**src/design/cbc_pkg.sv**
```systemverilog
// Shared widths, register indexes, reset values, item types and a remainder helper for the blob centroid block.
package cbc_pkg;

  // Default largest frame side in pixels
  localparam int unsigned MaxFrameDimDefault = 4096;

  // Field and register widths
  localparam int unsigned PixW     = 16;
  localparam int unsigned RedW     = 5;
  localparam int unsigned GreenW   = 6;
  localparam int unsigned BlueW    = 5;
  localparam int unsigned StrideW  = 5;
  localparam int unsigned DimW     = 13;
  localparam int unsigned CountW   = 25;
  localparam int unsigned SumW     = 48;
  localparam int unsigned CenterW  = 12;
  localparam int unsigned CfgIdxW  = 4;
  localparam int unsigned CfgDataW = 25;

  // Depth of the queue between front and back
  localparam int unsigned QueueDepth = 2;

  // Configuration register indexes
  localparam logic [CfgIdxW-1:0] RegRedMin       = CfgIdxW'(0);
  localparam logic [CfgIdxW-1:0] RegGreenMax     = CfgIdxW'(1);
  localparam logic [CfgIdxW-1:0] RegBlueMax      = CfgIdxW'(2);
  localparam logic [CfgIdxW-1:0] RegRedOverBlue  = CfgIdxW'(3);
  localparam logic [CfgIdxW-1:0] RegMinPixels    = CfgIdxW'(4);
  localparam logic [CfgIdxW-1:0] RegSampleStride = CfgIdxW'(5);
  localparam logic [CfgIdxW-1:0] RegFrameWidth   = CfgIdxW'(6);
  localparam logic [CfgIdxW-1:0] RegFrameHeight  = CfgIdxW'(7);

  // Configuration reset values
  localparam logic [RedW-1:0]    RedMinReset      = RedW'(18);
  localparam logic [GreenW-1:0]  GreenMaxReset    = GreenW'(24);
  localparam logic [BlueW-1:0]   BlueMaxReset     = BlueW'(16);
  localparam logic [RedW-1:0]    RedOverBlueReset = RedW'(6);
  localparam logic [CountW-1:0]  MinPixelsReset   = CountW'(1500);
  localparam logic [StrideW-1:0] StrideReset      = StrideW'(4);
  localparam logic [DimW-1:0]    FrameWidthReset  = DimW'(1920);
  localparam logic [DimW-1:0]    FrameHeightReset = DimW'(1080);

  // Saturation value of the match counter
  localparam logic [CountW-1:0] CountMax = '1;

  // Thresholds captured with each item
  typedef struct packed {
    logic [RedW-1:0]    red_min;
    logic [GreenW-1:0]  green_max;
    logic [BlueW-1:0]   blue_max;
    logic [RedW-1:0]    red_over_blue;
    logic [StrideW-1:0] stride;
    logic [CountW-1:0]  min_pixels;
  } thr_t;

  // One pixel item as it leaves the front
  typedef struct packed {
    logic [PixW-1:0] pixel;
    logic            frame_start;
    logic            last;
    thr_t            thr;
  } item_t;

  // Frame totals handed to the divider
  typedef struct packed {
    logic [SumW-1:0]   sum_x;
    logic [SumW-1:0]   sum_y;
    logic [CountW-1:0] count;
    logic [CountW-1:0] min_pixels;
  } div_req_t;

  // One restoring remainder step: shift in a bit, subtract the stride if it fits
  function automatic logic [StrideW-1:0] rem_step(logic [StrideW-1:0] rem, logic b,
                                                  logic [StrideW-1:0] stride);
    logic [StrideW:0] trial;
    trial = {rem, b};
    if (trial >= {1'b0, stride}) begin
      trial = trial - {1'b0, stride};
    end
    return trial[StrideW-1:0];
  endfunction

endpackage

```
**src/design/cbc_fifo.sv**
```systemverilog
// Short item queue that decouples the front from the back.
module cbc_fifo #(
  parameter int unsigned DataW = 8
) (
  input  logic             clk_i,
  input  logic             rst_ni,
  input  logic             wr_valid_i,
  output logic             wr_ready_o,
  input  logic [DataW-1:0] wr_data_i,
  output logic             rd_valid_o,
  input  logic             rd_ready_i,
  output logic [DataW-1:0] rd_data_o
);
  import cbc_pkg::*;

  localparam int unsigned PtrW = (QueueDepth > 1) ? $clog2(QueueDepth) : 1;
  localparam int unsigned CntW = $clog2(QueueDepth + 1);

  logic [DataW-1:0] mem_q [QueueDepth];
  logic [PtrW-1:0]  wr_ptr_q, wr_ptr_d;
  logic [PtrW-1:0]  rd_ptr_q, rd_ptr_d;
  logic [CntW-1:0]  cnt_q, cnt_d;
  logic             push, pop;

  assign wr_ready_o = (cnt_q != CntW'(QueueDepth));
  assign rd_valid_o = (cnt_q != '0);
  assign rd_data_o  = mem_q[rd_ptr_q];
  assign push       = wr_valid_i && wr_ready_o;
  assign pop        = rd_valid_o && rd_ready_i;

  // Advance pointers with wrap and track the fill level
  always_comb begin
    wr_ptr_d = wr_ptr_q;
    rd_ptr_d = rd_ptr_q;
    cnt_d    = cnt_q;
    if (push) begin
      wr_ptr_d = (wr_ptr_q == PtrW'(QueueDepth - 1)) ? '0 : wr_ptr_q + 1'b1;
    end
    if (pop) begin
      rd_ptr_d = (rd_ptr_q == PtrW'(QueueDepth - 1)) ? '0 : rd_ptr_q + 1'b1;
    end
    if (push && !pop) begin
      cnt_d = cnt_q + 1'b1;
    end else if (pop && !push) begin
      cnt_d = cnt_q - 1'b1;
    end
  end

  always_ff @(posedge clk_i or negedge rst_ni) begin
    if (!rst_ni) begin
      wr_ptr_q <= '0;
      rd_ptr_q <= '0;
      cnt_q    <= '0;
    end else begin
      wr_ptr_q <= wr_ptr_d;
      rd_ptr_q <= rd_ptr_d;
      cnt_q    <= cnt_d;
    end
  end

  // Store the pushed item
  always_ff @(posedge clk_i) begin
    if (push) begin
      mem_q[wr_ptr_q] <= wr_data_i;
    end
  end

endmodule

```
**src/design/cbc_front.sv**
```systemverilog
// Front end: configuration registers, raster position tracking and item capture.
module cbc_front #(
  parameter int unsigned MaxFrameDim = cbc_pkg::MaxFrameDimDefault,
  parameter int unsigned PosW        = $clog2(MaxFrameDim)
) (
  input  logic                           clk_i,
  input  logic                           rst_ni,
  input  logic                           cfg_valid_i,
  output logic                           cfg_ready_o,
  input  logic [cbc_pkg::CfgIdxW-1:0]    cfg_index_i,
  input  logic [cbc_pkg::CfgDataW-1:0]   cfg_data_i,
  input  logic                           in_valid_i,
  output logic                           in_ready_o,
  input  logic [cbc_pkg::PixW-1:0]       pixel_value_i,
  input  logic                           frame_start_i,
  output logic                           q_valid_o,
  input  logic                           q_ready_i,
  output cbc_pkg::item_t                 q_item_o,
  output logic [PosW-1:0]                q_col_o,
  output logic [PosW-1:0]                q_row_o
);
  import cbc_pkg::*;

  logic [RedW-1:0]    red_min_q, red_min_d;
  logic [GreenW-1:0]  green_max_q, green_max_d;
  logic [BlueW-1:0]   blue_max_q, blue_max_d;
  logic [RedW-1:0]    rob_q, rob_d;
  logic [CountW-1:0]  min_pixels_q, min_pixels_d;
  logic [StrideW-1:0] stride_q, stride_d;
  logic [DimW-1:0]    width_q, width_d;
  logic [DimW-1:0]    height_q, height_d;

  logic [PosW-1:0] col_q, col_d, row_q, row_d;
  logic [PosW-1:0] col_cur, row_cur, last_col_idx, last_row_idx;
  logic            last_col, last_row, accept;

  // Last index of a side after clamping it to 1..MaxFrameDim
  function automatic logic [PosW-1:0] last_index(logic [DimW-1:0] dim);
    logic [PosW-1:0] idx;
    if (dim == '0) begin
      idx = '0;
    end else if (32'(dim) > 32'(MaxFrameDim)) begin
      idx = PosW'(MaxFrameDim - 1);
    end else begin
      idx = PosW'(dim - 1'b1);
    end
    return idx;
  endfunction

  assign cfg_ready_o = 1'b1;

  // Decode register writes; unknown indexes drop the write
  always_comb begin
    red_min_d    = red_min_q;
    green_max_d  = green_max_q;
    blue_max_d   = blue_max_q;
    rob_d        = rob_q;
    min_pixels_d = min_pixels_q;
    stride_d     = stride_q;
    width_d      = width_q;
    height_d     = height_q;
    if (cfg_valid_i) begin
      case (cfg_index_i)
        RegRedMin:       red_min_d    = cfg_data_i[RedW-1:0];
        RegGreenMax:     green_max_d  = cfg_data_i[GreenW-1:0];
        RegBlueMax:      blue_max_d   = cfg_data_i[BlueW-1:0];
        RegRedOverBlue:  rob_d        = cfg_data_i[RedW-1:0];
        RegMinPixels:    min_pixels_d = cfg_data_i[CountW-1:0];
        RegSampleStride: stride_d     = cfg_data_i[StrideW-1:0];
        RegFrameWidth:   width_d      = cfg_data_i[DimW-1:0];
        RegFrameHeight:  height_d     = cfg_data_i[DimW-1:0];
        default: ;
      endcase
    end
  end

  always_ff @(posedge clk_i or negedge rst_ni) begin
    if (!rst_ni) begin
      red_min_q    <= RedMinReset;
      green_max_q  <= GreenMaxReset;
      blue_max_q   <= BlueMaxReset;
      rob_q        <= RedOverBlueReset;
      min_pixels_q <= MinPixelsReset;
      stride_q     <= StrideReset;
      width_q      <= FrameWidthReset;
      height_q     <= FrameHeightReset;
    end else begin
      red_min_q    <= red_min_d;
      green_max_q  <= green_max_d;
      blue_max_q   <= blue_max_d;
      rob_q        <= rob_d;
      min_pixels_q <= min_pixels_d;
      stride_q     <= stride_d;
      width_q      <= width_d;
      height_q     <= height_d;
    end
  end

  // Track column and row; frame start puts this pixel at the origin
  assign in_ready_o   = q_ready_i;
  assign accept       = in_valid_i && in_ready_o;
  assign col_cur      = frame_start_i ? '0 : col_q;
  assign row_cur      = frame_start_i ? '0 : row_q;
  assign last_col_idx = last_index(width_q);
  assign last_row_idx = last_index(height_q);
  assign last_col     = (col_cur >= last_col_idx);
  assign last_row     = (row_cur >= last_row_idx);

  always_comb begin
    col_d = col_q;
    row_d = row_q;
    if (accept) begin
      if (!last_col) begin
        col_d = col_cur + 1'b1;
        row_d = row_cur;
      end else if (!last_row) begin
        col_d = '0;
        row_d = row_cur + 1'b1;
      end else begin
        col_d = '0;
        row_d = '0;
      end
    end
  end

  always_ff @(posedge clk_i or negedge rst_ni) begin
    if (!rst_ni) begin
      col_q <= '0;
      row_q <= '0;
    end else begin
      col_q <= col_d;
      row_q <= row_d;
    end
  end

  // Build the item with the thresholds in force when it arrives
  assign q_valid_o                  = in_valid_i;
  assign q_col_o                    = col_cur;
  assign q_row_o                    = row_cur;
  assign q_item_o.pixel             = pixel_value_i;
  assign q_item_o.frame_start       = frame_start_i;
  assign q_item_o.last              = last_col && last_row;
  assign q_item_o.thr.red_min       = red_min_q;
  assign q_item_o.thr.green_max     = green_max_q;
  assign q_item_o.thr.blue_max      = blue_max_q;
  assign q_item_o.thr.red_over_blue = rob_q;
  assign q_item_o.thr.stride        = (stride_q == '0) ? StrideW'(1) : stride_q;
  assign q_item_o.thr.min_pixels    = min_pixels_q;

endmodule

```
**src/design/cbc_back.sv**
```systemverilog
// Back end: stride test, color classification and per-frame accumulation.
module cbc_back #(
  parameter int unsigned PosW = $clog2(cbc_pkg::MaxFrameDimDefault)
) (
  input  logic              clk_i,
  input  logic              rst_ni,
  input  logic              q_valid_i,
  output logic              q_ready_o,
  input  cbc_pkg::item_t    q_item_i,
  input  logic [PosW-1:0]   q_col_i,
  input  logic [PosW-1:0]   q_row_i,
  input  logic              div_idle_i,
  output logic              div_start_o,
  output cbc_pkg::div_req_t div_req_o
);
  import cbc_pkg::*;

  // Remainder bits handled in the second stage
  localparam int unsigned LoW = PosW / 2;

  logic advance;

  // First stage: upper remainder bits and the color test
  logic               s1_valid_q;
  logic [PosW-1:0]    s1_col_q, s1_row_q;
  logic [StrideW-1:0] s1_rc_q, s1_rr_q, s1_stride_q;
  logic               s1_match_q, s1_fs_q, s1_last_q;
  logic [CountW-1:0]  s1_min_q;
  logic [StrideW-1:0] rc_hi, rr_hi, rc_lo, rr_lo;
  logic [RedW-1:0]    red, blue;
  logic [GreenW-1:0]  green;
  logic               match;

  // Second stage: sample hit
  logic              s2_valid_q;
  logic [PosW-1:0]   s2_col_q, s2_row_q;
  logic              s2_hit_q, s2_fs_q, s2_last_q;
  logic [CountW-1:0] s2_min_q;

  // Frame accumulators
  logic [SumW-1:0]   sum_x_q, sum_x_d, sum_y_q, sum_y_d;
  logic [CountW-1:0] cnt_q, cnt_d;
  logic [SumW-1:0]   base_x, base_y, next_x, next_y;
  logic [CountW-1:0] base_c, next_c;

  // Hold the whole pipe while a frame end waits for the divider
  assign advance   = !(s2_valid_q && s2_last_q && !div_idle_i);
  assign q_ready_o = advance;

  // Classify the pixel color
  assign red   = q_item_i.pixel[15:11];
  assign green = q_item_i.pixel[10:5];
  assign blue  = q_item_i.pixel[4:0];
  assign match = (red >= q_item_i.thr.red_min) && (green <= q_item_i.thr.green_max) &&
                 (blue <= q_item_i.thr.blue_max) &&
                 ({1'b0, red} > ({1'b0, blue} + {1'b0, q_item_i.thr.red_over_blue}));

  // Reduce the upper position bits modulo the stride
  always_comb begin
    rc_hi = '0;
    rr_hi = '0;
    for (int i = PosW - 1; i >= int'(LoW); i--) begin
      rc_hi = rem_step(rc_hi, q_col_i[i], q_item_i.thr.stride);
      rr_hi = rem_step(rr_hi, q_row_i[i], q_item_i.thr.stride);
    end
  end

  // Finish the remainders on the lower bits
  always_comb begin
    rc_lo = s1_rc_q;
    rr_lo = s1_rr_q;
    for (int i = int'(LoW) - 1; i >= 0; i--) begin
      rc_lo = rem_step(rc_lo, s1_col_q[i], s1_stride_q);
      rr_lo = rem_step(rr_lo, s1_row_q[i], s1_stride_q);
    end
  end

  always_ff @(posedge clk_i or negedge rst_ni) begin
    if (!rst_ni) begin
      s1_valid_q <= 1'b0;
      s2_valid_q <= 1'b0;
    end else if (advance) begin
      s1_valid_q <= q_valid_i;
      s2_valid_q <= s1_valid_q;
    end
  end

  always_ff @(posedge clk_i) begin
    if (advance) begin
      s1_col_q    <= q_col_i;
      s1_row_q    <= q_row_i;
      s1_rc_q     <= rc_hi;
      s1_rr_q     <= rr_hi;
      s1_stride_q <= q_item_i.thr.stride;
      s1_match_q  <= match;
      s1_fs_q     <= q_item_i.frame_start;
      s1_last_q   <= q_item_i.last;
      s1_min_q    <= q_item_i.thr.min_pixels;
      s2_col_q    <= s1_col_q;
      s2_row_q    <= s1_row_q;
      s2_hit_q    <= s1_match_q && (rc_lo == '0) && (rr_lo == '0);
      s2_fs_q     <= s1_fs_q;
      s2_last_q   <= s1_last_q;
      s2_min_q    <= s1_min_q;
    end
  end

  // Add a hit to the sums, starting from zero on a frame start; the count saturates
  assign base_x = s2_fs_q ? '0 : sum_x_q;
  assign base_y = s2_fs_q ? '0 : sum_y_q;
  assign base_c = s2_fs_q ? '0 : cnt_q;
  assign next_x = base_x + (s2_hit_q ? SumW'(s2_col_q) : '0);
  assign next_y = base_y + (s2_hit_q ? SumW'(s2_row_q) : '0);
  assign next_c = (s2_hit_q && (base_c != CountMax)) ? base_c + 1'b1 : base_c;

  always_comb begin
    sum_x_d = sum_x_q;
    sum_y_d = sum_y_q;
    cnt_d   = cnt_q;
    if (advance && s2_valid_q) begin
      if (s2_last_q) begin
        sum_x_d = '0;
        sum_y_d = '0;
        cnt_d   = '0;
      end else begin
        sum_x_d = next_x;
        sum_y_d = next_y;
        cnt_d   = next_c;
      end
    end
  end

  always_ff @(posedge clk_i or negedge rst_ni) begin
    if (!rst_ni) begin
      sum_x_q <= '0;
      sum_y_q <= '0;
      cnt_q   <= '0;
    end else begin
      sum_x_q <= sum_x_d;
      sum_y_q <= sum_y_d;
      cnt_q   <= cnt_d;
    end
  end

  // Hand the frame totals to the divider at the last pixel
  assign div_start_o          = s2_valid_q && s2_last_q && div_idle_i;
  assign div_req_o.sum_x      = next_x;
  assign div_req_o.sum_y      = next_y;
  assign div_req_o.count      = next_c;
  assign div_req_o.min_pixels = s2_min_q;

endmodule

```
**src/design/cbc_div.sv**
```systemverilog
// Frame result unit: shared bit-serial divider for both centers and the output register.
module cbc_div (
  input  logic                        clk_i,
  input  logic                        rst_ni,
  input  logic                        start_i,
  input  cbc_pkg::div_req_t           req_i,
  output logic                        idle_o,
  output logic                        out_valid_o,
  input  logic                        out_ready_i,
  output logic                        found_o,
  output logic [cbc_pkg::CenterW-1:0] blob_col_o,
  output logic [cbc_pkg::CenterW-1:0] blob_row_o,
  output logic [cbc_pkg::CountW-1:0]  match_count_o
);
  import cbc_pkg::*;

  localparam int unsigned StepW = $clog2(SumW);

  localparam logic [1:0] StIdle = 2'd0;
  localparam logic [1:0] StDivX = 2'd1;
  localparam logic [1:0] StDivY = 2'd2;
  localparam logic [1:0] StDone = 2'd3;

  logic [1:0]        state_q, state_d;
  logic [StepW-1:0]  step_q, step_d;
  logic [SumW-1:0]   dvd_q, dvd_d, sum_y_q, sum_y_d;
  logic [CountW-1:0] rem_q, rem_d, cnt_q, cnt_d;
  logic [CenterW-1:0] cx_q, cx_d, cy_q, cy_d;
  logic              found_q, found_d;
  logic              out_valid_q, out_valid_d, load_out;

  logic [CountW:0]   trial, diff;
  logic              fits;
  logic [CountW-1:0] rem_nx;
  logic [SumW-1:0]   dvd_nx;
  logic              found_new;

  // One restoring division step: quotient bits shift in behind the dividend
  assign trial  = {rem_q, dvd_q[SumW-1]};
  assign diff   = trial - {1'b0, cnt_q};
  assign fits   = (trial >= {1'b0, cnt_q});
  assign rem_nx = fits ? diff[CountW-1:0] : trial[CountW-1:0];
  assign dvd_nx = {dvd_q[SumW-2:0], fits};

  assign found_new = (req_i.count >= req_i.min_pixels);
  assign load_out  = (state_q == StDone) && (!out_valid_q || out_ready_i);

  // Sequence: center x, center y, output wait; no target or no matches skips both
  always_comb begin
    state_d = state_q;
    step_d  = step_q;
    dvd_d   = dvd_q;
    sum_y_d = sum_y_q;
    rem_d   = rem_q;
    cnt_d   = cnt_q;
    cx_d    = cx_q;
    cy_d    = cy_q;
    found_d = found_q;
    case (state_q)
      StIdle: begin
        if (start_i) begin
          dvd_d   = req_i.sum_x;
          sum_y_d = req_i.sum_y;
          cnt_d   = req_i.count;
          rem_d   = '0;
          step_d  = '0;
          found_d = found_new;
          cx_d    = '0;
          cy_d    = '0;
          if (found_new && (req_i.count != '0)) begin
            state_d = StDivX;
          end else begin
            state_d = StDone;
          end
        end
      end
      StDivX: begin
        dvd_d  = dvd_nx;
        rem_d  = rem_nx;
        step_d = step_q + 1'b1;
        if (step_q == StepW'(SumW - 1)) begin
          cx_d    = dvd_nx[CenterW-1:0];
          dvd_d   = sum_y_q;
          rem_d   = '0;
          step_d  = '0;
          state_d = StDivY;
        end
      end
      StDivY: begin
        dvd_d  = dvd_nx;
        rem_d  = rem_nx;
        step_d = step_q + 1'b1;
        if (step_q == StepW'(SumW - 1)) begin
          cy_d    = dvd_nx[CenterW-1:0];
          step_d  = '0;
          state_d = StDone;
        end
      end
      StDone: begin
        if (load_out) begin
          state_d = StIdle;
        end
      end
      default: state_d = StIdle;
    endcase
  end

  // Output valid sets on load, drops when the item is taken
  always_comb begin
    out_valid_d = out_valid_q;
    if (load_out) begin
      out_valid_d = 1'b1;
    end else if (out_ready_i) begin
      out_valid_d = 1'b0;
    end
  end

  always_ff @(posedge clk_i or negedge rst_ni) begin
    if (!rst_ni) begin
      state_q     <= StIdle;
      step_q      <= '0;
      out_valid_q <= 1'b0;
    end else begin
      state_q     <= state_d;
      step_q      <= step_d;
      out_valid_q <= out_valid_d;
    end
  end

  always_ff @(posedge clk_i) begin
    dvd_q   <= dvd_d;
    sum_y_q <= sum_y_d;
    rem_q   <= rem_d;
    cnt_q   <= cnt_d;
    cx_q    <= cx_d;
    cy_q    <= cy_d;
    found_q <= found_d;
  end

  // Output register
  always_ff @(posedge clk_i) begin
    if (load_out) begin
      found_o       <= found_q;
      blob_col_o    <= cx_q;
      blob_row_o    <= cy_q;
      match_count_o <= cnt_q;
    end
  end

  assign idle_o      = (state_q == StIdle);
  assign out_valid_o = out_valid_q;

endmodule

```
**src/design/color_blob_centroid_top.sv**
```systemverilog
// Top level of the red blob centroid finder for RGB565 raster streams.
// Throughput: one pixel per cycle; a frame end stalls input only while the divider is busy.
// After the last pixel of a frame is taken it passes the queue and both back stages, then the
//   shared one-bit-per-cycle divider runs x, then y; with no target or no matches it skips both.
// A frame end waits in the back stages until that divider has finished the frame before.
// Reset (async, active low) clears position, sums, queue and result valid; registers take defaults.
module color_blob_centroid_top #(
  parameter int unsigned MaxFrameDim = cbc_pkg::MaxFrameDimDefault
) (
  input  logic                        clk_i,
  input  logic                        rst_ni,
  input  logic                        cfg_valid_i,
  output logic                        cfg_ready_o,
  input  logic [cbc_pkg::CfgIdxW-1:0] cfg_index_i,
  input  logic [cbc_pkg::CfgDataW-1:0] cfg_data_i,
  input  logic                        in_valid_i,
  output logic                        in_ready_o,
  input  logic [cbc_pkg::PixW-1:0]    pixel_value_i,
  input  logic                        frame_start_i,
  output logic                        out_valid_o,
  input  logic                        out_ready_i,
  output logic                        found_o,
  output logic [cbc_pkg::CenterW-1:0] blob_col_o,
  output logic [cbc_pkg::CenterW-1:0] blob_row_o,
  output logic [cbc_pkg::CountW-1:0]  match_count_o
);
  import cbc_pkg::*;

  localparam int unsigned PosW  = $clog2(MaxFrameDim);
  localparam int unsigned DataW = $bits(item_t) + 2 * PosW;

  logic            f_valid, f_ready, b_valid, b_ready;
  item_t           f_item, b_item;
  logic [PosW-1:0] f_col, f_row, b_col, b_row;
  logic [DataW-1:0] f_data, b_data;
  logic            div_idle, div_start;
  div_req_t        div_req;

  cbc_front #(
    .MaxFrameDim (MaxFrameDim),
    .PosW        (PosW)
  ) u_front (
    .clk_i         (clk_i),
    .rst_ni        (rst_ni),
    .cfg_valid_i   (cfg_valid_i),
    .cfg_ready_o   (cfg_ready_o),
    .cfg_index_i   (cfg_index_i),
    .cfg_data_i    (cfg_data_i),
    .in_valid_i    (in_valid_i),
    .in_ready_o    (in_ready_o),
    .pixel_value_i (pixel_value_i),
    .frame_start_i (frame_start_i),
    .q_valid_o     (f_valid),
    .q_ready_i     (f_ready),
    .q_item_o      (f_item),
    .q_col_o       (f_col),
    .q_row_o       (f_row)
  );

  // Pack and unpack queue entries
  assign f_data = {f_item, f_col, f_row};
  assign {b_item, b_col, b_row} = b_data;

  cbc_fifo #(
    .DataW (DataW)
  ) u_fifo (
    .clk_i      (clk_i),
    .rst_ni     (rst_ni),
    .wr_valid_i (f_valid),
    .wr_ready_o (f_ready),
    .wr_data_i  (f_data),
    .rd_valid_o (b_valid),
    .rd_ready_i (b_ready),
    .rd_data_o  (b_data)
  );

  cbc_back #(
    .PosW (PosW)
  ) u_back (
    .clk_i       (clk_i),
    .rst_ni      (rst_ni),
    .q_valid_i   (b_valid),
    .q_ready_o   (b_ready),
    .q_item_i    (b_item),
    .q_col_i     (b_col),
    .q_row_i     (b_row),
    .div_idle_i  (div_idle),
    .div_start_o (div_start),
    .div_req_o   (div_req)
  );

  cbc_div u_div (
    .clk_i         (clk_i),
    .rst_ni        (rst_ni),
    .start_i       (div_start),
    .req_i         (div_req),
    .idle_o        (div_idle),
    .out_valid_o   (out_valid_o),
    .out_ready_i   (out_ready_i),
    .found_o       (found_o),
    .blob_col_o    (blob_col_o),
    .blob_row_o    (blob_row_o),
    .match_count_o (match_count_o)
  );

endmodule

```
**config.mk**
```make
export PLATFORM = sky130hd
export DESIGN_NAME = color_blob_centroid_top
export DESIGN_NICKNAME = d
export VERILOG_FILES = /design/src/design/cbc_pkg.sv /design/src/design/cbc_fifo.sv /design/src/design/cbc_front.sv /design/src/design/cbc_back.sv /design/src/design/cbc_div.sv /design/src/design/color_blob_centroid_top.sv
export SDC_FILE = /design/constraint.sdc
export NUM_CORES = 1
export LEC_CHECK = 0
export BUFFER_PORTS_ARGS = -buffer_cell sky130_fd_sc_hd__buf_2
export CORE_MARGIN = 2
export CORE_UTILIZATION = 50
export CTS_BUF_LIST = sky130_fd_sc_hd__clkbuf_4
export DETAILED_ROUTE_END_ITERATION = 10
export PLACE_DENSITY_LB_ADDON = 0.08
export SLEW_MARGIN = 40
export SYNTH_ARGS = -nofsm -noshare
export SYNTH_HDL_FRONTEND = slang
export SYNTH_HIERARCHICAL = 1
export SYNTH_SLANG_ARGS = --single-unit
export TNS_END_PERCENT = 30
```
**constraint.sdc**
```tcl
create_clock -name clk_i -period 12.59 [get_ports clk_i]
set_input_delay 1.259 -clock clk_i [delete_from_list [all_inputs] [get_ports clk_i]]
set_output_delay 1.259 -clock clk_i [all_outputs]
set_load 0.02 [all_outputs]
```
# Word-level counts from Yosys, hierarchy flattened
# Memories as Yosys holds them, arrays and structs flattened.
# Index checks and enable logic that the tools add are counted.
[word_totals]
ff_bits = 577
mem_bits_rw = 186
out_inout_bits = 53
elab_cells = 261
n_memories = 1
[classes]
add_sub_neg = 38
magnitude_cmp = 34
n_eq_ne = 17
muxes = 71
reduce_logical = 53
[mem_list]
columns = ["memory", "words", "word_bits", "rd", "rd_ports_with_merged_regs", "write_ports", "line", "rtl"]
rows = [
  ["u_fifo.mem_q", 2, 93, 1, 0, 1, "cbc_fifo.sv:19", "logic [DataW-1:0] mem_q [QueueDepth];"],
]
[ops]
columns = ["cell", "n"]
rows = [
  ["$mux 48", 6],
  ["$mux 12", 13],
  ["$mux 25", 6],
  ["$pmux 48 s3", 1],
  ["$ge 6x5->1", 22],
  ["$mux 5", 25],
  ["$sub 5x5->5", 22],
  ["$add 48x48->48", 2],
  ["$pmux 25 s3", 1],
  ["$pmux 12 s2", 2],
  ["$ge 26x25->1", 1],
  ["$gt 13x13->1 const B", 2],
  ["$logic_not 13->1", 2],
  ["$add 25x1->25 const B", 1],
  ["$ge 25x25->1", 1],
  ["$ne 25x25->1 const B", 1],
  ["$reduce_bool 25->1", 1],
  ["$sub 25x25->25", 1],
  ["$add 12x1->12 const B", 2],
  ["$ge 12x12->1", 2],
  ["$sub 12x1->12 const B", 2],
  ["$reduce_and 2->1", 11],
  ["$logic_and 1x1->1", 17],
  ["$eq 4x3->1 const B", 4],
  ["other kinds (33)", 65],
]

# Logic depth before layout (Yosys ltp)
# Gate-level depths: netlist of run 1.
[logic_depth]
ltp_word = 15
ltp_mapped = 55
ltp_nobuf = 53

# By module
# Netlist of run 1, hierarchy kept.
[modules_own_cells]
columns = ["mod", "instances", "cells_per_inst", "area_per_inst_um2", "seq_area_each_um2"]
rows = [
  ["cbc_back", 1, 1987, 18670.4, 6651.4],
  ["cbc_div", 1, 851, 11182.0, 6861.6],
  ["cbc_fifo", 1, 307, 6916.6, 5685.5],
  ["cbc_front", 1, 570, 5816.8, 2556.2],
]

# Worst setup path before layout of run 1
# OpenSTA, ideal clock, no wires.
[synth_path]
kind = "reg2reg"
from = "reg u_back.s1_stride_q[1]"
to = "reg u_back.s2_hit_q, data pin"
arrival_ns = 10.206
setup_slack_ns = 2.123
path_stages_with_launch = 50
synth_period_minus_slack_ns = 10.467
path_cell_list = "edfxtp_1 inv_1 fa_1 a211o_1 nand3_1 and2_2 clkbuf_1 nor2_1 a21oi_1 inv_1 ha_1 a21boi_0 o22ai_1 a311o_1 o21ai_0 inv_1 ha_1 a41o_1 (+14 left out) inv_1 ha_1 nor2b_1 o21ai_0 nand2b_1 a41o_1 a21oi_1 o211ai_2 mux2i_1 ha_1 nor2b_1 o21ai_0 nand2b_1 a41o_1 a21oi_1 nor3b_1 nor4b_1 o311a_1"
[synth_via]
elab_chain_len = 15
[synth_rtl]
columns = ["element", "line", "rtl"]
rows = [
  ["from (decl)", "cbc_back.sv:26", "logic [StrideW-1:0] s1_rc_q, s1_rr_q, s1_stride_q;"],
  ["from (signal assigned)", "cbc_back.sv:94", "s1_stride_q <= q_item_i.thr.stride;"],
  ["$sub 5x5->5 / $ge 6x5->1 (equally long branches)", "cbc_pkg.sv:78, cbc_pkg.sv:77", ""],
  ["$mux 5", "cbc_pkg.sv:77", "if (trial >= {1'b0, stride}) begin"],
  ["$sub 5x5->5 / $ge 6x5->1 (equally long branches)", "cbc_pkg.sv:78, cbc_pkg.sv:77", ""],
  ["$mux 5", "cbc_pkg.sv:77", ""],
  ["$sub 5x5->5 / $ge 6x5->1 (equally long branches)", "cbc_pkg.sv:78, cbc_pkg.sv:77", ""],
  ["$mux 5", "cbc_pkg.sv:77", ""],
  ["$sub 5x5->5 / $ge 6x5->1 (equally long branches)", "cbc_pkg.sv:78, cbc_pkg.sv:77", ""],
  ["$mux 5", "cbc_pkg.sv:77", ""],
  ["$ge 6x5->1 / $sub 5x5->5 (equally long branches)", "cbc_pkg.sv:77, cbc_pkg.sv:78", ""],
  ["$mux 5", "cbc_pkg.sv:77", ""],
  ["$sub 5x5->5 / $ge 6x5->1 (equally long branches)", "cbc_pkg.sv:78, cbc_pkg.sv:77", ""],
  ["$mux 5", "cbc_pkg.sv:77", ""],
  ["$logic_not 5->1", "cbc_back.sv:101", "s2_hit_q <= s1_match_q && (rc_lo == '0) && (rr_lo == '0);"],
  ["$logic_and 1x1->1", "cbc_back.sv:101", ""],
  ["$logic_and 1x1->1 (*)", "cbc_back.sv:101", ""],
  ["to (signal assigned)", "cbc_back.sv:101", ""],
  ["to (decl)", "cbc_back.sv:37", "logic s2_hit_q, s2_fs_q, s2_last_q;"],
]
# Mark *: on every way between the ends. The rest lies on a longest branch, timed or not.
# A chain may end at the register's enable or synchronous reset.

# Worst setup path in the final report of run 1
# Ends and elaborated chain as after synthesis.

==> flow_metrics.py, run 1 <==
metrics = {
    "sta": {
        "worst_pin_slew_ps": 819.1,
        "finalSetupViolations": 0,
        "slew_headroom": 0.4489,
        "finalCritPeriodShare": 0.9090,
        "setup_ws_ps": 1146,
        "tns_ps": 0,
        "slew_violations": 0,
        "rsz0062_at_grt": "false",
        "fmax_mhz": 87.38,
        "period_needed_ps": 11440,
        "fin_skew_ps": 100.4,
        "hold_violations": 0,
    },
    "worst_setup_path": {
        "worstPathArrival_ps": 12200,
        "cp.required_ps": 13350,
        "cp_common_cell": "a21oi_1",
        "start_kind": "register",
        "path_class": "reg2reg",
        "cpMaxStageDelayCell": "fa_1",
        "r2r-start": "u_back/s1_stride_q[1]$_DFFE_PN_",
        "path_depth": 47,
        "ff2ff_setup_slack_ps": 1150,
        "cp_max_fo": 14,
        "critPathTopFamily": "compound AO/OA/AOI/OAI gates",
        "reg2reg_to": "u_back/s2_hit_q$_DFFE_PN_",
        "slowest_delay_ps": 580,
        "reg2reg_depth": 47,
        "crit_buf_inv": 5,
        "end_kind": "register",
    },
    "floorplan": {
        "core_area_mm2": 0.08475,
        "die_area_mm2": 0.08752,
        "die_w_um": 295.8,
        "start_util": 0.5025,
        "ios": 104,
        "num_rows": 107,
        "chipHeight_um": 295.8,
    },
    "run": {
        "cap_violations": 0,
    },
    "synth": {
        "avgSynthCellArea_um2": 11.46,
        "async_reset_ff_frac": 0.3106,
        "synth_compound_area_frac": 0.1278,
        "synthFlopType": "edfxtp_1",
        "synth_adder_area_share": 0.08567,
        "yosysTopAreaCell": "edfxtp_1",
        "muxShareOfSynthArea": 0.05988,
        "netlist_instances": 3715,
        "synth-seq-area-share": 0.5108,
        "synth_top_family_by_area": "simple AND/OR/NAND/NOR gates",
        "synthSimpleGateAreaFrac": 0.1333,
        "synth.distinct_cells": 117,
        "synth_top_area_frac": 0.3709,
        "syn_nets": 4042,
        "netlist_area_mm2": 0.04259,
        "ys_ff_latch": 763,
        "ys_top_cells_by_area": "edfxtp_1 (37%), dfrtp_1 (13%), ha_1 (7.3%)",
        "synth_xor_area_frac": 0.04216,
        "synth_edf_count": 526,
        "yosys_warnings": 6,
    },
    "detailed_routing": {
        "drt_iter0_drc": 2289,
        "wl_per_cell_um": 19.87,
        "drt_first_pass_iters": 8,
        "drc": 0,
        "viasPerCell": 5.807,
        "dr_total_vias": 30260,
        "detail-route-antenna-nets": 0,
        "wl_mm": 103.5,
    },
    "grt": {
        "overflow": 0,
        "grt_pass1_wl_mm": 165.6,
        "antenna_found_initial": 3,
        "grt_max_degree": 117,
        "grt_util_all_layers": 0.2386,
        "grt_pass1_vias": 30960,
    },
    "clock_network": {
        "clk_path_buf_depth": 3,
        "clk-insertion-delay-late_ps": 1070,
        "cts_max_level": 4,
        "clk_pin_slew_ps": 70,
        "cts_buffers": 201,
        "tritoncts": "built",
        "clock_sinks": 763,
        "cts_root_buf": "clkbuf_4",
    },
    "placement": {
        "place_congestion": 0.8799,
        "numPortBuffers": 102,
        "pre_cts_ws_ps": 1255,
        "place_inst": 4829,
        "dp_hpwl_mm": 69.74,
    },
    "finish": {
        "layout-drive-gt1-share": 0.1916,
        "final_cells": 5212,
        "fin_nets": 4217,
        "area_delta_synth_final_pct": 10.18,
        "fin_util": 0.5537,
        "fillers": 7249,
    },
    "hold_path": {
        "holdPathEnd": "u_back/s2_col_q[9]$_DFFE_PN_",
        "hold_class": "reg2reg",
        "holdPathStages": 0,
        "hold_start": "u_back/s1_col_q[9]$_DFFE_PN_",
    },
    "run_status": {
        "status": "finished clean",
    },
}
==> how the worst max path moves through the flow <==
stage,start,end,slack [ps]
finish,u_back/s1_stride_q[1]$_DFFE_PN_,u_back/s2_hit_q$_DFFE_PN_,1150
global route,u_back/s1_stride_q[1]$_DFFE_PN_,u_back/s2_hit_q$_DFFE_PN_,350
CTS,u_back/s1_stride_q[1]$_DFFE_PN_,u_back/s2_hit_q$_DFFE_PN_,1220
detailed placement,u_back/s1_stride_q[1]$_DFFE_PN_,u_back/s2_hit_q$_DFFE_PN_,1250
global placement,u_back/s1_stride_q[1]$_DFFE_PN_,u_back/s2_hit_q$_DFFE_PN_,1530
floorplan,u_back/s1_stride_q[1]$_DFFE_PN_,u_back/s2_hit_q$_DFFE_PN_,2120
==> per-stage QoR <==
stage / cell area [um2] / hold slack [ps]
after CTS: 46890 / 235.4
after floorplan: 42590 / 400.3
after global placement: 44000 / 401.1
final: 46920 / 332.2
after detailed placement: 44130 / 404.5
after global routing: 46920 / 265.9
==> synth_stat cells (all sizes together), types with 42 or more instances <==
cell type / n
a221o: 54
edfxtp: 526
xnor2: 132
nand2: 234
and2: 67
nor2: 184
inv: 219
ha: 250
o211ai: 42
clkbuf: 101
a21oi: 188
a31oi: 47
a21o: 61
and3: 42
o21ai: 152
xor2: 73
nand3: 113
nor2b: 140
buf: 70
mux2: 203
nand4: 54
nor3: 62
dfrtp: 214
==> area by class of cell <==
type | count | area, um2 | area share
antenna | 3 | 7.507 | 0.0001600
timing repair buffer | 143 | 908.4 | 0.01936
inverter | 220 | 825.8 | 0.01760
multi-input combinational | 2561 | 19240 | 0.4101
clock inverter | 56 | 331.6 | 0.007066
clock buffer | 322 | 2417 | 0.05152
sequential | 763 | 21760 | 0.4637
tap | 1144 | 1431 | 0.03050
==> sequential cells by signal, indices dropped and copies added (netlist names), 12 cells and up <==
name,flops
u_back/s2_min_q,25
u_div/blob_col_o,12
u_back/s1_col_q,12
u_fifo/mem_q,186
u_div/cy_q,12
u_div/cx_q,12
u_div/blob_row_o,12
u_back/s2_col_q,12
u_back/s2_row_q,12
u_back/cnt_q,25
u_div/rem_q,25
u_div/sum_y_q,48
u_div/dvd_q,48
u_front/width_q,13
u_front/height_q,13
u_div/cnt_q,25
u_front/min_pixels_q,25
u_back/sum_x_q,48
u_front/row_q,12
u_back/s1_min_q,25
u_back/sum_y_q,48
u_div/match_count_o,25
u_back/s1_row_q,12
u_front/col_q,12
==> what timing repair did <==
| action | 4_1_cts | 5_1_grt |
|---|---|---|
| gates resized for setup | 0 | 0 |
| hold buffers | 1 | 0 |
| setup buffers | 0 | 0 |
| hold endpoints to repair | 5 | 0 |
==> kinds of logic (layout without fill, tap and decap cells) <==
group           after synthesis  count (layout)
xor+xnor                    205             205
compound gates              781             781
other cells                   1               4
buf+inv                     391             741
fa+ha+maj                   276             276
simple gates               1069            1069
flops                       763             763
mux                         229             229
==> routing by layer <==
layer	up-vias	track usage	wire [um]
met5	-	0	0
met4	0	0.09707	2604
met3	190	0.04062	5497
met2	913	0.3888	49200
met1	14890	0.3169	46240
li1	14270	-	-
==> cells in the final DEF (no fill, tap or decap), types with 54 or more instances in the layout <==
cell type and instances:
edfxtp_1 526, clkbuf_4 322, ha_1 249, nand2_1 231, inv_1 219, dfrtp_1 213
mux2_2 203, a21oi_1 187, nor2_1 176, o21ai_0 144, nor2b_1 140, xnor2_1 132
nand3_1 110, buf_2 101, xor2_1 73, and2_1 61, a21o_1 60, nor3_1 60
nand4_1 54
Power of run 1 is left out: the tool's default activity adds up to more than one toggle a clock period on the data nets, which glitch-free logic cannot reach.
==> inputs of run 2 (changes only) <==
- SYNTH_HIERARCHICAL: 1 -> unset
==> run 2 against run 1 <==
Effect of this change:
- highest routed layer unchanged
- critical path depth is 3 higher
- cell area down 2.6%
- synthesized area is 3.4% lower
- critical endpoint is now u_back.s2_hit_q$_DFFE_PN_
- cell count decreased by 3.8%
- via count shrank 6.3%
- hold slack lost 160 ps
- global-route usage shrank 1.2 points
- critical path type unchanged
- synthesized cell count down 4.1%
==> flow_metrics.py, run 2 <==
metrics = {
    "detailed_routing": {
        "routed.top_layer": "met4",
        "wl_per_cell_um": 19.00,
        "detail-route-antenna-nets": 0,
        "drt_iter0_drc": 1859,
        "drt_first_pass_iters": 5,
        "viasPerCell": 5.653,
        "wl_met3_mm": 4.305,
        "drc": 0,
        "wl_mm": 95.29,
        "wl_met1_mm": 42.79,
        "dr_total_vias": 28350,
        "dr_wl_met2_mm": 45.95,
    },
    "floorplan": {
        "start_util": 0.5034,
        "die_w_um": 290.8,
        "core_area_mm2": 0.08172,
        "die_area_mm2": 0.08459,
        "num_rows": 105,
        "ios": 104,
        "chipHeight_um": 290.8,
    },
    "worst_setup_path": {
        "path_class": "reg2reg",
        "critPathTopFamily": "compound AO/OA/AOI/OAI gates",
        "crit_buf_inv": 3,
        "cp.required_ps": 13450,
        "start_kind": "register",
        "reg2reg_to": "u_back.s2_hit_q$_DFFE_PN_",
        "r2r-start": "u_back.s1_stride_q[0]$_DFFE_PN_",
        "end_kind": "register",
        "worstPathArrival_ps": 12470,
        "slowest_delay_ps": 540,
        "ff2ff_setup_slack_ps": 980,
        "cpMaxStageDelayCell": "o21ai_0",
        "cp_max_fo": 12,
        "reg2reg_depth": 50,
    },
    "clock_network": {
        "clk_path_buf_depth": 3,
        "cts_root_buf": "clkbuf_4",
        "tritoncts": "built",
        "cts_buffers": 197,
        "clk-insertion-delay-late_ps": 1080,
        "cts_setup_buffers": 0,
        "cts_max_level": 4,
        "clock_sinks": 763,
        "cts.repair.resized": 0,
        "hold_buffers": 0,
        "clk_pin_slew_ps": 70,
    },
    "synth": {
        "yosysMostFrequentCell": "edfxtp_1",
        "synth_edf_count": 526,
        "ys_top_cells_by_area": "edfxtp_1 (38%), dfrtp_1 (13%), ha_1 (7.6%)",
        "avgSynthCellArea_um2": 11.55,
        "syn_nets": 3889,
        "yosysTopAreaCell": "edfxtp_1",
        "synthFlopType": "edfxtp_1",
        "netlist_area_mm2": 0.04114,
        "synth_top_area_frac": 0.3839,
        "ys_ff_latch": 763,
        "synth-seq-area-share": 0.5288,
        "synthTopCellsByCount": "edfxtp_1 (526), nand2_1 (281), ha_1 (251)",
        "synth.distinct_cells": 88,
        "yosys_warnings": 0,
        "netlist_instances": 3561,
        "async_reset_ff_frac": 0.3106,
    },
    "grt": {
        "grt_util_all_layers": 0.2268,
        "antenna_found_initial": 4,
        "grt_max_degree": 87,
        "grt_pass1_wl_mm": 154.1,
        "grt_pass1_vias": 28990,
        "overflow": 0,
    },
    "sta": {
        "slew_violations": 0,
        "worst_pin_slew_ps": 840.1,
        "tns_ps": 0,
        "fmax_mhz": 86.15,
        "whs_ps": 172.5,
        "fin_skew_ps": 90.68,
        "hold_violations": 0,
        "finalCritPeriodShare": 0.9220,
        "finalSetupViolations": 0,
        "period_needed_ps": 11610,
        "rsz0062_at_grt": "false",
        "slew_headroom": 0.4254,
    },
    "finish": {
        "largest_reg_flops": 186,
        "largest-register": "u_fifo.mem_q",
        "fillers": 7048,
        "multi_input_area_mm2": 0.01830,
        "final_cell_mix": "edfxtp_1 (526), clkbuf_4 (308), nand2_1 (278)",
        "layout-drive-gt1-share": 0.1843,
        "seq_area_mm2": 0.02176,
        "fin_nets": 4094,
        "final_common_cell": "edfxtp_1",
        "area_delta_synth_final_pct": 11.07,
    },
    "placement": {
        "place_congestion": 0.8372,
        "numPortBuffers": 102,
        "dp_hpwl_mm": 64.22,
    },
    "run": {
        "cap_violations": 0,
    },
    "run_status": {
        "status": "finished clean",
    },
    "hold_path": {
        "hold_class": "in2async",
    },
}
==> run 2: cell types whose count changed in the layout (fill, tap and decap cells not counted), sizes merged, moves of 34 or more <==
cell and change:
mux2i +68, o21ai +61, a221o -52, nand3 -50, nand2 +47, nor2b -45, inv -37, o211ai -34
==> run 2: cells by family after synthesis <==
kind of cell             share of synthesized area
flip-flops                                  0.5288
AND/OR/NAND/NOR                             0.1179
other                                   0.00009115
AO/OA/AOI/OAI                               0.1186
adder cells (fa/ha/maj)                    0.08923
multiplexers                               0.07077
XOR/XNOR                                   0.04510
buffers and inverters                      0.02950
==> run 2: layout make-up <==
cell class              count  area share
diodes                      5   0.0002738
clock buffers             308     0.05060
clock inverters            65    0.008105
inverters                 183     0.01503
multi-input cells        2481      0.4005
flip-flops and latches    763      0.4762
well taps                1070     0.02930
repair buffers            140     0.01999
==> run 2: worst max path at each step <==
stage,from,end,slack [ps],cells after the start
global placement,u_back.s1_stride_q[4]$_DFFE_PN_,u_back.s2_hit_q$_DFFE_PN_,1250,49
CTS,u_back.s1_stride_q[4]$_DFFE_PN_,u_back.s2_hit_q$_DFFE_PN_,760,49
floorplan,u_fifo.rd_ptr_q$_DFFE_PN0P_,u_back.s1_rr_q[2]$_DFFE_PN_,930,43
finish,u_back.s1_stride_q[0]$_DFFE_PN_,u_back.s2_hit_q$_DFFE_PN_,980,50
detailed placement,u_back.s1_stride_q[4]$_DFFE_PN_,u_back.s2_hit_q$_DFFE_PN_,820,49
global route,u_back.s1_stride_q[0]$_DFFE_PN_,u_back.s2_hit_q$_DFFE_PN_,20,52
==> run 2: per-stage QoR <==
step                      setup WS, ps    util  instance area (um2)  std cells
final                            981.9  0.5592                45700       5015
after global routing             16.74  0.5592                45700       5015
after global placement            1250  0.5238                42800       4632
after CTS                        761.8  0.5581                45600       5009
after floorplan                  932.6       -                41140       3561
after detailed placement         815.1  0.5252                42920       4636
==> run 2: per-layer routing <==
metal / vias to the layer above / GRT usage
met5: - / 0
met4: 0 / 0.07974
met3: 190 / 0.04283
met2: 699 / 0.3758
met1: 13830 / 0.2989
li1: 13630 / -
Power of run 2 is left out for the same reason.
